**config.mk**
```make
export PLATFORM = sky130hd
export DESIGN_NAME = ptpw_ctrl
export DESIGN_NICKNAME = d
export VERILOG_FILES = /design/src/rtl/ptpw_pkg.sv /design/src/rtl/ptpw_ctrl.sv
export SDC_FILE = /design/constraint.sdc
export NUM_CORES = 1
export LEC_CHECK = 0
export ABC_CLOCK_PERIOD_IN_PS = 3800
export BUFFER_PORTS_ARGS = -buffer_cell sky130_fd_sc_hd__buf_2
export CORE_MARGIN = 2
export CORE_UTILIZATION = 35
export CTS_CLUSTER_DIAMETER = 30
export CTS_CLUSTER_SIZE = 40
export DETAILED_ROUTE_END_ITERATION = 8
export MAX_ROUTING_LAYER = met4
export SKIP_CTS_REPAIR_TIMING = 1
export SLEW_MARGIN = 20
export SYNTH_ARGS = -nofsm -noshare
export SYNTH_HDL_FRONTEND = slang
export SYNTH_SLANG_ARGS = --single-unit
```
**constraint.sdc**
```tcl
create_clock -name clock -period 3.8 [get_ports clock]
set_clock_uncertainty 0.1 [all_clocks]
set_input_delay 0.19 -clock clock [delete_from_list [all_inputs] [get_ports clock]]
set_output_delay 0.19 -clock clock [all_outputs]
set_load 0.01 [all_outputs]
```
**src/rtl/ptpw_pkg.sv**
```systemverilog
`default_nettype none

package ptpw_pkg;

   localparam int TABLE_SLOTS_DEF    = 64;
   localparam int STACK_DEPTH_DEF    = 8;
   localparam int MAX_NEW_TABLES_DEF = 15;

   localparam int ENTRIES_PER_TABLE = 512;
   localparam int IDX_W             = 9;
   localparam int FRAME_W           = 40;
   localparam int PA_W              = 52;
   localparam int VA_W              = 48;
   localparam int PAGE_W            = 12;

   // present, writable, user
   localparam logic [PAGE_W-1:0] ENTRY_FLAGS = 12'h007;

   typedef enum logic [1:0] {
      STAT_OK    = 2'd0,
      STAT_SLOTS = 2'd1,
      STAT_STACK = 2'd2,
      STAT_LIMIT = 2'd3
   } status_type;

   typedef enum logic [3:0] {
      S_CLR_ROOT,
      S_IDLE,
      S_START,
      S_RD,
      S_CHK,
      S_EMIT_LEAF,
      S_EMIT_ALLOC,
      S_CLR_SLOT,
      S_RESUME,
      S_FIN_HELD,
      S_FIN_LAST
   } state_type;

   typedef struct packed {
      logic       load_item;
      logic       walk_start;
      logic       mem_read;
      logic       walk_step;
      logic       level_up;
      logic       write_leaf;
      logic       alloc;
      logic       clr_write;
      logic       pop;
      logic       set_status;
      status_type status_code;
      logic       emit;
      logic       send_held;
      logic       send_last;
   } dp_cmd_type;

   typedef struct packed {
      logic below;
      logic slot_bad;
      logic present;
      logic at_leaf;
      logic lim_hit;
      logic slots_full;
      logic stack_full;
      logic sp_zero;
      logic held_valid;
      logic out_free;
      logic clr_done;
      logic status_ok;
   } dp_stat_type;

endpackage

`default_nettype wire

```
**src/rtl/ptpw_ctrl.sv**
```systemverilog
`default_nettype none

module ptpw_ctrl (
   input  wire                     clock,
   input  wire                     reset,
   input  wire                     req_valid,
   output logic                    req_ready,
   input  ptpw_pkg::dp_stat_type   stat,
   output ptpw_pkg::dp_cmd_type    cmd
);
   import ptpw_pkg::*;

   state_type state_ff;
   state_type state_in;

   always_ff @(posedge clock) begin
      if (reset) begin
         state_ff <= S_CLR_ROOT;
      end else begin
         state_ff <= state_in;
      end
   end

   always_comb begin
      state_in  = state_ff;
      cmd       = '0;
      req_ready = 1'b0;
      case (state_ff)
         S_CLR_ROOT: begin
            cmd.clr_write = 1'b1;
            if (stat.clr_done) state_in = S_IDLE;
         end
         S_IDLE: begin
            req_ready = 1'b1;
            if (req_valid) begin
               cmd.load_item = 1'b1;
               state_in      = S_START;
            end
         end
         S_START: begin
            cmd.walk_start = 1'b1;
            state_in       = S_RD;
         end
         S_RD: begin
            cmd.mem_read = 1'b1;
            state_in     = S_CHK;
         end
         S_CHK: begin
            if (stat.below) begin
               if (stat.slot_bad) begin
                  cmd.set_status  = 1'b1;
                  cmd.status_code = STAT_SLOTS;
                  state_in        = S_FIN_HELD;
               end else begin
                  cmd.walk_step = 1'b1;
                  state_in      = S_RD;
               end
            end else if (stat.present) begin
               if (stat.at_leaf) begin
                  state_in = S_RESUME;
               end else begin
                  cmd.level_up = 1'b1;
                  state_in     = S_START;
               end
            end else if (stat.at_leaf) begin
               cmd.write_leaf = 1'b1;
               state_in       = S_EMIT_LEAF;
            end else if (stat.lim_hit) begin
               cmd.set_status  = 1'b1;
               cmd.status_code = STAT_LIMIT;
               state_in        = S_FIN_HELD;
            end else if (stat.slots_full) begin
               cmd.set_status  = 1'b1;
               cmd.status_code = STAT_SLOTS;
               state_in        = S_FIN_HELD;
            end else if (stat.stack_full) begin
               cmd.set_status  = 1'b1;
               cmd.status_code = STAT_STACK;
               state_in        = S_FIN_HELD;
            end else begin
               cmd.alloc = 1'b1;
               state_in  = S_EMIT_ALLOC;
            end
         end
         S_EMIT_LEAF: begin
            if (!stat.held_valid || stat.out_free) begin
               cmd.emit = 1'b1;
               state_in = S_RESUME;
            end
         end
         S_EMIT_ALLOC: begin
            if (!stat.held_valid || stat.out_free) begin
               cmd.emit = 1'b1;
               state_in = S_CLR_SLOT;
            end
         end
         S_CLR_SLOT: begin
            cmd.clr_write = 1'b1;
            if (stat.clr_done) state_in = S_START;
         end
         S_RESUME: begin
            if (stat.sp_zero) begin
               state_in = S_FIN_HELD;
            end else begin
               cmd.pop  = 1'b1;
               state_in = S_START;
            end
         end
         S_FIN_HELD: begin
            if (!stat.held_valid) begin
               state_in = S_FIN_LAST;
            end else if (stat.out_free) begin
               cmd.send_held = 1'b1;
               state_in      = stat.status_ok ? S_IDLE : S_FIN_LAST;
            end
         end
         S_FIN_LAST: begin
            if (stat.out_free) begin
               cmd.send_last = 1'b1;
               state_in      = S_IDLE;
            end
         end
         default: begin
            state_in = S_IDLE;
         end
      endcase
   end

endmodule

`default_nettype wire

```
==> impl_metrics.env <==
export IMPL_final_setup_viol_count=0
export IMPL_synth_top_area_share=0.1159
export IMPL_finalWirelength_um=1829
export IMPL_fmax_mhz=440.1
export IMPL_clk_latency_ns=0.23
export IMPL_synth_most_common_cell="nor3_1"
export IMPL_synthTopCellsByArea="dfxtp_1, nor3_1, a21oi_1, nand2b_1, a211oi_1"
export IMPL_final_area_um2=849.6
export IMPL_hp_class="input pin to flip-flop"
export IMPL_setup_tns_ns=0
export IMPL_vdd_drop_max_mv=0.1632
export IMPL_drive_above_1_share=0.3150
export IMPL_slew_headroom=0.5547
export IMPL_seq_area_um2=80.08
export IMPL_die_h_um=48.42
export IMPL_ant_nets=0
export IMPL_avgSynthCellArea_um2=6.705
export IMPL_numCtsBuffers=3
export IMPL_utilization=0.4467
export IMPL_die_area_um2=2345
export IMPL_synthCells=103
export IMPL_p_leak_nw=0.3890
export IMPL_required_ns=3.51
export IMPL_slew_viol_final=0
export IMPL_reg_top3="state_ff (4)"
export IMPL_antenna_found_initial=0
export IMPL_multi_input_area_um2=536.8
export IMPL_drt_initial_drc_count=19
export IMPL_clockRootBuffer="clkbuf_4"
export IMPL_gp_congestion=0.8186
export IMPL_cap_violations=0
export IMPL_yosysUniqueCellTypes=41
export IMPL_design_portCount=31
export IMPL_synth_ff_type="dfxtp_1"
export IMPL_viasPerCell=5.247
export IMPL_n_antenna_cell=0
export IMPL_fp_coreArea_um2=1902
export IMPL_regMostFlops="state_ff"
export IMPL_yosysWarnings=0
export IMPL_worstMarginPinSlew_ns=0.6671
export IMPL_grt_usage=0.1652
export IMPL_yosysTopAreaCell="dfxtp_1"
export IMPL_grt_max_degree=19
export IMPL_crit_path_max_fanout=18
export IMPL_area_growth_pct=23.01
export IMPL_fin_total_pwr_uw=179.4
export IMPL_powerDensity_nw_per_um2=211.1
export IMPL_post_route_min_period_ns=2.272
export IMPL_grt_setup_unrepaired="false"
export IMPL_cts_buffer_depth=2
export IMPL_clkTransAtPathRegs_ns=0.03
export IMPL_wl_per_cell_um=11.88
export IMPL_cts_tree="built"
export IMPL_dpl_cell_area_um2=827.0
export IMPL_dp_hpwl_um=1372
export IMPL_grt_pass1_vias=721
export IMPL_yosysSeqAreaShare=0.1159
export IMPL_cts_sinks=4
export IMPL_fin_ws_ns=1.528
export IMPL_grt_overflow_total=0
export IMPL_nets=144
export IMPL_largest_reg_flops=4
export IMPL_cp_arrival_ns=1.98
export IMPL_start_util=0.3632
export IMPL_outcome="finished, final reports clean"
export IMPL_num_rows=16
export IMPL_synth_fp_nets=118
export IMPL_netlist_area_um2=690.7
export IMPL_endpoint_kind="output port"
export IMPL_ys_ff_latch=4
export IMPL_cts_htree_levels=1
export IMPL_die_x_um=48.42
export IMPL_criticalPathCategory="flip-flop to output port"
export IMPL_dr_pass1_iters=4
export IMPL_finalCritPeriodShare=0.5979
export IMPL_drc=0
export IMPL_async_reset_ff_frac=0
export IMPL_synth_edf_count=0
export IMPL_place_ws_ns=1.793
export IMPL_synthTopCellsByCount="nor3_1, nor2_1, a21oi_1, nand2_1, inv_1"
export IMPL_vias=808
export IMPL_critPathLaunchType="flip-flop"
export IMPL_fillers=204
export IMPL_hold_viol_final=0
export IMPL_grt_first_pass_wirelength_um=3125
export IMPL_io_buffers=30
==> cell usage in the layout, fill, tap and decap left out, types with 3 or more instances in the layout <==
cell type	n
o21ai_0	3
nor2b_1	3
xor2_1	3
clkbuf_4	3
inv_1	6
buf_2	30
nor2_1	8
nand2b_1	5
nor3_1	10
nand2_1	7
dfxtp_1	4
a211oi_1	4
a21oi_1	7
nor3b_1	4
==> per-layer routing <==
| metal | up-vias | part of all wire | GRT usage |
|---|---|---|---|
| met3 | 0 | 0.046 | 0.02469 |
| met1 | 360 | 0.48 | 0.2314 |
| met2 | 20 | 0.47 | 0.2500 |
| met4 | 0 | 0 | 0.04286 |
| met5 | - | 0 | - |
| li1 | 428 | - | - |
==> critical path, cell delays in order, from the launching register on <==
cell and delay [ns]:
dfxtp_1 0.72, nand3b_2 0.28, or3_4 0.41, nor3b_1 0.19
buf_2 0.16
==> report_power, final <==
group	total (mW)	switching, mW	internal (mW)	leakage [nW]
Sequential	0.0569	0.0122	0.0447	0.0326
Clock	0.0497	0.0145	0.0351	0.0138
Combinational	0.0728	0.0403	0.0325	0.343
Total	0.179	0.0670	0.112	0.389
==> area by class of cell <==
| type | instances | share of cell area |
|---|---|---|
| multi-input cells | 83 | 0.6318 |
| repair buffers | 30 | 0.1767 |
| flip-flops and latches | 4 | 0.09426 |
| well taps | 27 | 0.03976 |
| inverters | 7 | 0.03093 |
| clock buffers | 3 | 0.02651 |
==> metrics by stage <==
stage          std cells  hold slack, ns
3_3_place_gp         151          0.4441
4_1_cts              154          0.2071
2_1_floorplan        103          0.2600
5_1_grt              154          0.2247
3_5_place_dp         151          0.4464
6_report             154          0.2112
==> logic make-up after synthesis <==
kind of cell    after synthesis  share of synthesized area
compound gates               29                     0.2953
xor+xnor                      3                    0.03805
buf+inv                      16                     0.1069
flops                         4                     0.1159
mux                           2                    0.02899
simple gates                 49                     0.4149
==> worst paths after layout <==
check | start | to | slack (ns) | depth (start not counted)
min reg2reg | state_ff[1] | state_ff[1] | 0.67 | 2
max | state_ff[2] | cmd[8] | 1.53 | 4
max reg2reg | state_ff[1] | state_ff[3] | 1.82 | 5
min | reset | state_ff[2] | 0.21 | 3
No activity file was read; power rests on OpenSTA's default activity.
